### src/rtl/core/assert_macros.svh
// Assertion helpers for the two-key combo detector.
`ifndef ASSERT_MACROS_SVH
`define ASSERT_MACROS_SVH

// Same-cycle implication, disabled while reset is asserted.
`define ASSERT_IMPLY(label, clk, rst_n, ante, cons) \
	label: assert property (@(posedge clk) disable iff (!rst_n) (ante) |-> (cons)) \
		else $error("implication check failed");

// Next-cycle implication, disabled while reset is asserted.
`define ASSERT_NEXT(label, clk, rst_n, ante, cons) \
	label: assert property (@(posedge clk) disable iff (!rst_n) (ante) |=> (cons)) \
		else $error("next-cycle check failed");

`endif

### src/rtl/core/tkc_pkg.sv
package tkc_pkg;

	localparam int unsigned CfgIdxW  = 2;
	localparam int unsigned CfgDataW = 16;
	localparam int unsigned ShortCntW = 8;
	localparam int unsigned ComboCntW = 16;

	localparam logic [CfgIdxW-1:0] REG_DEBOUNCE     = 2'd0;
	localparam logic [CfgIdxW-1:0] REG_SHORT_WINDOW = 2'd1;
	localparam logic [CfgIdxW-1:0] REG_LONG_DELAY   = 2'd2;
	localparam logic [CfgIdxW-1:0] REG_COMBO_HOLD   = 2'd3;

	localparam logic [ShortCntW-1:0] DEBOUNCE_RST     = 8'd3;
	localparam logic [ShortCntW-1:0] SHORT_WINDOW_RST = 8'd100;
	localparam logic [ShortCntW-1:0] LONG_DELAY_RST   = 8'd3;
	localparam logic [ComboCntW-1:0] COMBO_HOLD_RST   = 16'd500;

	typedef struct packed {
		logic [ShortCntW-1:0] debounce_ticks;
		logic [ShortCntW-1:0] short_window_ticks;
		logic [ShortCntW-1:0] long_delay_ticks;
		logic [ComboCntW-1:0] combo_hold_ticks;
	} cfg_t;

	typedef enum logic [2:0] {
		EV_NONE        = 3'd0,
		EV_COMBO       = 3'd1,
		EV_PLUS_SHORT  = 3'd2,
		EV_PLUS_LONG   = 3'd3,
		EV_MINUS_SHORT = 3'd4,
		EV_MINUS_LONG  = 3'd5
	} key_event_t;

	typedef enum logic [6:0] {
		PH_IDLE    = 7'b0000001,
		PH_P_QUAL  = 7'b0000010,
		PH_P_DELAY = 7'b0000100,
		PH_P_LONG  = 7'b0001000,
		PH_M_QUAL  = 7'b0010000,
		PH_M_DELAY = 7'b0100000,
		PH_M_LONG  = 7'b1000000
	} phase_t;

endpackage

### src/rtl/core/two_key_combo_short_long_press.sv
// Two-key combo / short / long press detector, plus key and minus key.
// Input channel: one request per scan tick (plus_pressed, minus_pressed),
// handshake in_valid / in_stall. Output channel: exactly one key_event per
// request (0 none, 1 combo, 2 plus short, 3 plus long, 4 minus short,
// 5 minus long), handshake out_valid / out_stall, in request order.
// Configuration: cfg_we writes cfg_data into register cfg_index
// (0 debounce, 1 short window, 2 long delay, 3 combo hold); write only idle.
// The event of a request is computed from the input register and registered
// in the event register when the output advances, which raises out_valid.
// Throughput: one request per cycle unless out_stall holds an event; the key
// state machine updates in one pass between the input and event registers.
// Reset: clears the key state, both pipeline valids and loads the default
// thresholds (3, 100, 3, 500).
// Stall: while out_stall holds a pending event, the input register holds
// its request and in_stall is raised; nothing is dropped or repeated.
`include "assert_macros.svh"

module two_key_combo_short_long_press (
	input  logic                          clk,
	input  logic                          arst_n,
	input  logic                          cfg_we,
	input  logic [tkc_pkg::CfgIdxW-1:0]   cfg_index,
	input  logic [tkc_pkg::CfgDataW-1:0]  cfg_data,
	input  logic                          in_valid,
	output logic                          in_stall,
	input  logic                          plus_pressed,
	input  logic                          minus_pressed,
	output logic                          out_valid,
	input  logic                          out_stall,
	output logic [2:0]                    key_event
);
	import tkc_pkg::*;

	cfg_t       cfg;
	logic       valid_s1, plus_s1, minus_s1;
	logic       valid_q;
	logic [2:0] key_event_q;
	logic       advance;
	key_event_t ev;

	assign advance  = !valid_q || !out_stall;
	assign in_stall = valid_s1 && !advance;

	tkc_cfg u_cfg (
		.clk       (clk),
		.arst_n    (arst_n),
		.cfg_we    (cfg_we),
		.cfg_index (cfg_index),
		.cfg_data  (cfg_data),
		.cfg       (cfg)
	);

	tkc_fsm u_fsm (
		.clk        (clk),
		.arst_n     (arst_n),
		.cfg        (cfg),
		.step       (valid_s1 && advance),
		.plus_held  (plus_s1),
		.minus_held (minus_s1),
		.ev         (ev)
	);

	always_ff @(posedge clk or negedge arst_n) begin
		if (!arst_n) begin
			valid_s1 <= 1'b0;
			valid_q  <= 1'b0;
		end else begin
			if (!in_stall)
				valid_s1 <= in_valid;
			if (advance)
				valid_q <= valid_s1;
		end
	end

	always_ff @(posedge clk) begin
		if (!in_stall) begin
			plus_s1  <= plus_pressed;
			minus_s1 <= minus_pressed;
		end
		if (advance && valid_s1)
			key_event_q <= ev;
	end

	assign out_valid = valid_q;
	assign key_event = key_event_q;

	`ASSERT_IMPLY(a_stall_needs_full, clk, arst_n, in_stall, valid_q && out_stall)

endmodule

### src/rtl/core/tkc_cfg.sv
module tkc_cfg (
	input  logic                          clk,
	input  logic                          arst_n,
	input  logic                          cfg_we,
	input  logic [tkc_pkg::CfgIdxW-1:0]   cfg_index,
	input  logic [tkc_pkg::CfgDataW-1:0]  cfg_data,
	output tkc_pkg::cfg_t                 cfg
);
	import tkc_pkg::*;

	cfg_t cfg_q;

	always_ff @(posedge clk or negedge arst_n) begin
		if (!arst_n) begin
			cfg_q.debounce_ticks     <= DEBOUNCE_RST;
			cfg_q.short_window_ticks <= SHORT_WINDOW_RST;
			cfg_q.long_delay_ticks   <= LONG_DELAY_RST;
			cfg_q.combo_hold_ticks   <= COMBO_HOLD_RST;
		end else if (cfg_we) begin
			unique case (cfg_index)
				REG_DEBOUNCE:     cfg_q.debounce_ticks     <= cfg_data[ShortCntW-1:0];
				REG_SHORT_WINDOW: cfg_q.short_window_ticks <= cfg_data[ShortCntW-1:0];
				REG_LONG_DELAY:   cfg_q.long_delay_ticks   <= cfg_data[ShortCntW-1:0];
				REG_COMBO_HOLD:   cfg_q.combo_hold_ticks   <= cfg_data[ComboCntW-1:0];
				default: ;
			endcase
		end
	end

	assign cfg = cfg_q;

endmodule

### src/rtl/core/tkc_fsm.sv
`include "assert_macros.svh"

module tkc_fsm (
	input  logic                clk,
	input  logic                arst_n,
	input  tkc_pkg::cfg_t       cfg,
	input  logic                step,
	input  logic                plus_held,
	input  logic                minus_held,
	output tkc_pkg::key_event_t ev
);
	import tkc_pkg::*;

	logic                 latched_q, latched_d;
	logic [ComboCntW-1:0] combo_cnt_q, combo_cnt_d, combo_inc;
	logic [ShortCntW-1:0] single_cnt_q, single_cnt_d, single_inc;
	phase_t               phase_q, phase_d;
	key_event_t           ev_d;

	assign combo_inc  = combo_cnt_q + ComboCntW'(1);
	assign single_inc = single_cnt_q + ShortCntW'(1);

	always_comb begin
		latched_d    = latched_q;
		combo_cnt_d  = combo_cnt_q;
		single_cnt_d = single_cnt_q;
		phase_d      = phase_q;
		ev_d         = EV_NONE;
		if (latched_q) begin
			if (!plus_held || !minus_held) begin
				latched_d    = 1'b0;
				combo_cnt_d  = '0;
				single_cnt_d = '0;
			end
		end else if (plus_held && minus_held) begin
			phase_d      = PH_IDLE;
			single_cnt_d = '0;
			if (combo_inc >= cfg.combo_hold_ticks) begin
				combo_cnt_d = '0;
				latched_d   = 1'b1;
				ev_d        = EV_COMBO;
			end else begin
				combo_cnt_d = combo_inc;
			end
		end else begin
			combo_cnt_d = '0;
			unique case (phase_q)
				PH_IDLE: begin
					single_cnt_d = single_inc;
					if (plus_held || minus_held) begin
						if (single_inc >= cfg.debounce_ticks) begin
							single_cnt_d = '0;
							phase_d      = plus_held ? PH_P_QUAL : PH_M_QUAL;
						end
					end else begin
						single_cnt_d = '0;
					end
				end
				PH_P_QUAL, PH_M_QUAL: begin
					if (!(phase_q == PH_P_QUAL ? plus_held : minus_held)) begin
						// count deliberately kept on short release
						phase_d = PH_IDLE;
						ev_d    = (phase_q == PH_P_QUAL) ? EV_PLUS_SHORT : EV_MINUS_SHORT;
					end else begin
						single_cnt_d = single_inc;
						if (single_inc >= cfg.short_window_ticks) begin
							single_cnt_d = '0;
							phase_d      = (phase_q == PH_P_QUAL) ? PH_P_DELAY : PH_M_DELAY;
						end
					end
				end
				PH_P_DELAY, PH_M_DELAY: begin
					single_cnt_d = single_inc;
					if (single_inc >= cfg.long_delay_ticks) begin
						single_cnt_d = '0;
						phase_d      = (phase_q == PH_P_DELAY) ? PH_P_LONG : PH_M_LONG;
					end
					if (!(phase_q == PH_P_DELAY ? plus_held : minus_held))
						phase_d = PH_IDLE;
				end
				PH_P_LONG, PH_M_LONG: begin
					if (!(phase_q == PH_P_LONG ? plus_held : minus_held))
						phase_d = PH_IDLE;
					ev_d = (phase_q == PH_P_LONG) ? EV_PLUS_LONG : EV_MINUS_LONG;
				end
				default: ;
			endcase
		end
	end

	always_ff @(posedge clk or negedge arst_n) begin
		if (!arst_n) begin
			latched_q    <= 1'b0;
			combo_cnt_q  <= '0;
			single_cnt_q <= '0;
			phase_q      <= PH_IDLE;
		end else if (step) begin
			latched_q    <= latched_d;
			combo_cnt_q  <= combo_cnt_d;
			single_cnt_q <= single_cnt_d;
			phase_q      <= phase_d;
		end
	end

	assign ev = ev_d;

	`ASSERT_IMPLY(a_latched_idle, clk, arst_n, latched_q, phase_q == PH_IDLE)
	`ASSERT_IMPLY(a_latched_cnt_clear, clk, arst_n, latched_q, combo_cnt_q == '0)
	`ASSERT_NEXT(a_combo_latches, clk, arst_n, step && ev_d == EV_COMBO, latched_q)

endmodule
### config.mk
export PLATFORM = sky130hd
export DESIGN_NAME = two_key_combo_short_long_press
export DESIGN_NICKNAME = d
export VERILOG_FILES = /design/src/rtl/core/tkc_pkg.sv /design/src/rtl/core/two_key_combo_short_long_press.sv /design/src/rtl/core/tkc_cfg.sv /design/src/rtl/core/tkc_fsm.sv
export VERILOG_INCLUDE_DIRS = /design/src /design/src/rtl/core
export SDC_FILE = /design/constraint.sdc
export NUM_CORES = 1
export LEC_CHECK = 0
export BUFFER_PORTS_ARGS = -buffer_cell sky130_fd_sc_hd__buf_2
export CAP_MARGIN = 20
export CORE_MARGIN = 10
export CORE_UTILIZATION = 60
export DETAILED_ROUTE_END_ITERATION = 7
export PLACE_DENSITY = 0.82
export SKIP_CTS_REPAIR_TIMING = 1
export SYNTH_ARGS = -nofsm -noshare
export SYNTH_HDL_FRONTEND = slang
export SYNTH_SLANG_ARGS = --single-unit
### constraint.sdc
create_clock -name clk -period 5.8 [get_ports clk]
set_input_delay 1.16 -clock clk [delete_from_list [all_inputs] [get_ports clk]]
set_output_delay 1.16 -clock clk [all_outputs]
set_load 0.01 [all_outputs]
==> results of run 1 <==
==> path summary, 6_finish.rpt <==
kind | cells after the start | startpoint | to | slack [ns]
min in group asynchronous | 1 | arst_n | u_cfg.cfg[10] | 0.77
hold reg to reg | 1 | valid_s1 | out_valid | 0.50
setup reg to reg | 12 | u_fsm.combo_cnt_q[0] | u_fsm.combo_cnt_q[15] | 2.13
max in group asynchronous | 2 | arst_n | u_fsm.phase_q[2] | 3.98
setup / recovery | 12 | u_fsm.combo_cnt_q[0] | u_fsm.combo_cnt_q[15] | 2.13
hold / removal | 1 | valid_s1 | out_valid | 0.50
==> state kept, by name, summed over array words and instances (netlist names), 3 cells and up <==
register	cells
u_fsm.phase_q	7
key_event	3
u_fsm.combo_cnt_q	16
u_cfg.cfg	40
u_fsm.single_cnt_q	8
==> area by class of cell <==
type,instances,share of cell area
clock buffers,9,0.0238
clock inverters,7,0.0135
inverters,42,0.0303
multi-input cells,341,0.489
flip-flops and latches,79,0.388
well taps,102,0.0245
repair buffers,31,0.0308
==> stage by stage <==
stage          instance area, um2  total power, uW
3_3_place_gp                 5010             1300
5_1_grt                      5200             1870
6_report                     5200             1740
2_1_floorplan                4800             1190
3_5_place_dp                 5010             1340
4_1_cts                      5200             1750
==> cells by family after synthesis <==
| group | after synthesis |
|---|---|
| and+or+nand+nor | 146 |
| AOI/OAI and AO/OA | 88 |
| DFF | 79 |
| buffers and inverters | 55 |
| muxes | 43 |
| adders and majority gates | 43 |
| xor gates and xnor gates | 21 |
==> cell usage after synthesis (all sizes together) (4+ instances only) <==
cell type  number
a21o           15
o21ai          26
edfxtp          5
xor2            9
ha             42
nand2b         17
a22o           10
mux2           41
nand3          21
a21oi          15
dfrtp          60
buf             6
dfstp          14
nor3            9
inv            42
nor3b           4
nand2          46
nor2           24
clkbuf          7
a211oi          5
xnor2          12
==> routing by layer <==
metal  GRT usage  share of wire  vias to the layer above
met2       0.282           0.47                       74
li1            -              -                     1737
met5           0              0                        -
met4      0.0669          0.018                        0
met3      0.0410          0.048                       12
met1       0.220           0.46                     1715
==> report_power, final <==
part           total [uW]  internal (uW)  switching [uW]  leakage [uW]
clock network         407            200             207      0.000104
logic                 592            260             332       0.00149
registers             739            656            82.5      0.000966
total                1740           1120             622       0.00256
==> worst max-delay path, cell delays in order, from the launching register on <==
cell	delay, ns
dfrtp_1	0.42
nand3_1	0.20
nor3_1	0.44
nand3_1	0.15
xnor2_1	0.23
ha_1	0.28
a21o_1	0.18
a21o_1	0.18
a221oi_1	0.30
o21ai_0	0.12
a21o_1	0.26
nor2_1	0.60
a221o_1	0.25
==> placed cells by master, fill, tap and decap left out, drive strengths merged, types with 10 or more instances in the layout <==
cell,count
nand2b,17
dfstp,14
xnor2,12
nand2,46
nor2,24
a21oi,15
nand3,21
inv,45
dfrtp,60
ha,42
mux2,41
a22o,10
o21ai,26
a21o,15
buf,31
==> flow_summary.json, run 1 <==
{
  "status": "completed",
  "post-synth-top-area-cell": "dfrtp_1",
  "final-setup-viol-count": 0,
  "ant_nets": 0,
  "cp-start-kind": "register",
  "fin_crit_ns": 3.67,
  "fmax_mhz": 272,
  "post_drt_via_cell_ratio": 5.79,
  "synth_xor_area_frac": 0.0383,
  "synth_area_um2": 4800,
  "synthesis.nets": 542,
  "hold_viol": 0,
  "start_util": 0.619,
  "wl_per_cell_um": 15.9,
  "synth_area_leaders": "dfrtp_1, ha_1, mux2_2, dfstp_2, nand2_1",
  "final_layout_size_suffix_gt1_frac": 0.214,
  "drt_iter0_drc": 185,
  "grt_overflow": 0,
  "worst_pin_slew_ns": 0.729,
  "antenna_found_initial": 0,
  "drt_drc_violations_left": 0,
  "multi_input_area_um2": 2550,
  "fin_util": 0.670,
  "worstPathRequired_ns": 6.09,
  "grt_pass1_wl_mm": 16.6,
  "ys_ff_latch": 79,
  "cts.clk_slew.worst_paths_ns": 0.09,
  "holdWs_ns": 0.498,
  "detail_route.first_pass.iterations": 4,
  "cts_buffer_depth": 2,
  "antenna_cells": 0,
  "timing.setup.tns_ns": 0,
  "ys.flop_type": "dfrtp_1",
  "fill_cells": 633,
  "ys_types": 52,
  "portBuffers": 29,
  "synth_edf_count": 5,
  "vias": 3538,
  "crit_type": "register to register",
  "rsz0062_at_grt": "no",
  "worstSkewPairLatency_ns": 0.35,
  "synthAdderAreaFrac": 0.111,
  "yosys_warnings": 0,
  "slew_headroom": 0.513,
  "grt_max_degree": 54,
  "regArea_um2": 2020,
  "synth_compound_area_frac": 0.126,
  "dp_hpwl_mm": 7.28,
  "cts_made_buffers": 9,
  "tritoncts": "built",
  "synth_cells": 475,
  "critical_path.max_fanout": 11,
  "fin_nets": 571,
  "crit_arrival_ns": 3.96,
  "dp_slack_ns": 2.17,
  "peakVddDrop_uv": 218,
  "total_leakage_power_uw": 0.00256,
  "synth_top_area_share": 0.313,
  "timing.final.crit_share": 0.633,
  "synth_area_per_cell_um2": 10.1,
  "clock_sinks": 79,
  "worstSetupEndpointType": "register",
  "grt_pass1_vias": 3566,
  "synthMuxAreaShare": 0.100,
  "die_height_um": 109,
  "core_area_um2": 7770,
  "max_cap_viol_count": 0,
  "ys_seq_area_frac": 0.420,
  "synth-simple-area-share": 0.154,
  "fin_worst_skew_ns": 0.0130,
  "gp_congestion": 0.917,
  "slew_viol_final": 0,
  "synth_top_family_by_area": "simple AND/OR/NAND/NOR gates",
  "ioPinCount": 30,
  "htree_levels": 3,
  "fin_cells": 611,
  "rows": 32,
  "synthToLayoutAreaGrowth_pct": 8.33,
  "grtUsageTotal": 0.173,
  "setup_slack_ns": 2.13,
  "dpl.cell_count": 595,
  "synth_async_sr_flop_share": 0.937,
  "root_buffer": "clkbuf_8",
  "hp-class": "register to register",
  "drt_wl_total_mm": 9.72,
  "p_per_area_nw_per_um2": 334,
  "die_area_um2": 12000,
  "die_x_um": 109
}
Note: power is estimated with default switching activity, not from simulation.
==> run 2, diff against run 1 <==
clock period = 3.5 ns   (was 5.8 ns; I/O delays follow)
==> flow_summary.json, run 2 (synthesis gave the netlist of run 1 again) <==
{
  "status": "completed",
  "grtUsageTotal": 0.180,
  "grt_max_degree": 42,
  "critical_path.max_fanout": 4,
  "crit_arrival_ns": 3.49,
  "die_area_um2": 12000,
  "largest_reg_flops": 40,
  "crit_buf_inv": 1,
  "hold_viol": 0,
  "ant_nets": 0,
  "cts_buffer_depth": 2,
  "fin_crit_ns": 3.24,
  "total_leakage_power_uw": 0.00264,
  "dp_slack_ns": 0.178,
  "grt_pass1_wl_mm": 17.2,
  "ioPinCount": 30,
  "antenna_cells": 0,
  "layout_commonest_cell": "dfrtp_1",
  "portBuffers": 29,
  "crit_type": "register to register",
  "crit_slowest_cell": "nor4_1",
  "timing.setup.tns_ns": 0,
  "htree_levels": 3,
  "dpl.cell_count": 603,
  "final_layout_size_suffix_gt1_frac": 0.237,
  "cts.clk_slew.worst_paths_ns": 0.10,
  "cp_top_family": "simple AND/OR/NAND/NOR gates",
  "core_area_um2": 7770,
  "slowest_delay_ns": 0.56,
  "start_util": 0.619,
  "power_uw": 2990,
  "tritoncts": "built",
  "root_buffer": "clkbuf_8",
  "worstSkewPairLatency_ns": 0.37,
  "grt_pass1_vias": 3667,
  "cts_made_buffers": 9,
  "cp-start-kind": "register",
  "drt_drc_violations_left": 0,
  "r2r_setup_slack_ns": 0.26,
  "worst_pin_slew_ns": 0.710,
  "synthToLayoutAreaGrowth_pct": 10.7,
  "setup_slack_ns": 0.261,
  "slew_viol_final": 0,
  "fmax_mhz": 309,
  "fin_util": 0.685,
  "max_cap_viol_count": 0,
  "timing.final.crit_share": 0.925,
  "fin_cells": 621,
  "dp_hpwl_mm": 7.85,
  "antenna_found_initial": 0,
  "rows": 32,
  "post_drt_via_cell_ratio": 5.85,
  "grt_overflow": 0,
  "gp_congestion": 0.940,
  "peakVddDrop_uv": 424,
  "p_per_area_nw_per_um2": 562,
  "fin_worst_skew_ns": 0.0144,
  "worstSetupEndpointType": "register",
  "final-setup-viol-count": 0,
  "clock_sinks": 79,
  "fin_nets": 581,
  "worstPathRequired_ns": 3.75,
  "worstPathCellList": "and3_1 -> nand3_1 -> or2_2 -> xnor2_2 -> ha_1 -> nand2_1 -> nor4_1 -> nor4_2 -> a211oi_2 -> o311ai_4 -> buf_4 -> mux2_2",
  "slew_headroom": 0.525,
  "die_x_um": 109,
  "mostFrequentLayoutCells": "dfrtp_1, nand2_1, inv_1, ha_1, mux2_2",
  "vias": 3632,
  "die_height_um": 109,
  "drt_wl_total_mm": 10.4,
  "hp-class": "input port to async pin",
  "wl_per_cell_um": 16.8,
  "detail_route.first_pass.iterations": 6,
  "drt_iter0_drc": 191
}
## run 2: worst paths after layout
path	endpoint	cells past startpoint	start
worst max-delay path	u_fsm.phase_q[1]	12	u_fsm.single_cnt_q[4]
worst min-delay path	u_cfg.cfg[1]	1	arst_n
worst max register to register	u_fsm.phase_q[1]	12	u_fsm.single_cnt_q[4]
worst min register to register	out_valid	1	valid_s1
max in group asynchronous	u_cfg.cfg[26]	2	arst_n
min in group clk	out_valid	1	valid_s1
## run 2: metrics by stage
step	cell area (um2)	hold slack [ns]
2_1_floorplan	4800	0.404
4_1_cts	5270	0.218
3_3_place_gp	5070	0.445
6_report	5320	0.211
5_1_grt	5320	0.224
3_5_place_dp	5070	0.460
## run 2: routing by layer
layer	wire length, um	GRT usage	vias up	part of all wire
li1	-	-	1749	-
met1	4560	0.226	1765	0.44
met2	5230	0.308	94	0.50
met3	373	0.0263	24	0.036
met4	233	0.0641	0	0.022
met5	0	0	-	0
## run 2: power breakdown
part	switching, uW	internal (uW)	leakage [uW]
clock	371	339	0.000101
combinational	588	468	0.00158
sequential	137	1090	0.000966
## run 2: final cells by class
| class | count | area (um2) |
|---|---|---|
| clock buffer | 9 | 124 |
| clock inverter | 7 | 78.8 |
| fill | 609 | 2450 |
| inverter | 42 | 158 |
| multi-input combinational | 341 | 2580 |
| sequential | 79 | 2020 |
| tap | 102 | 128 |
| timing repair buffer | 41 | 235 |
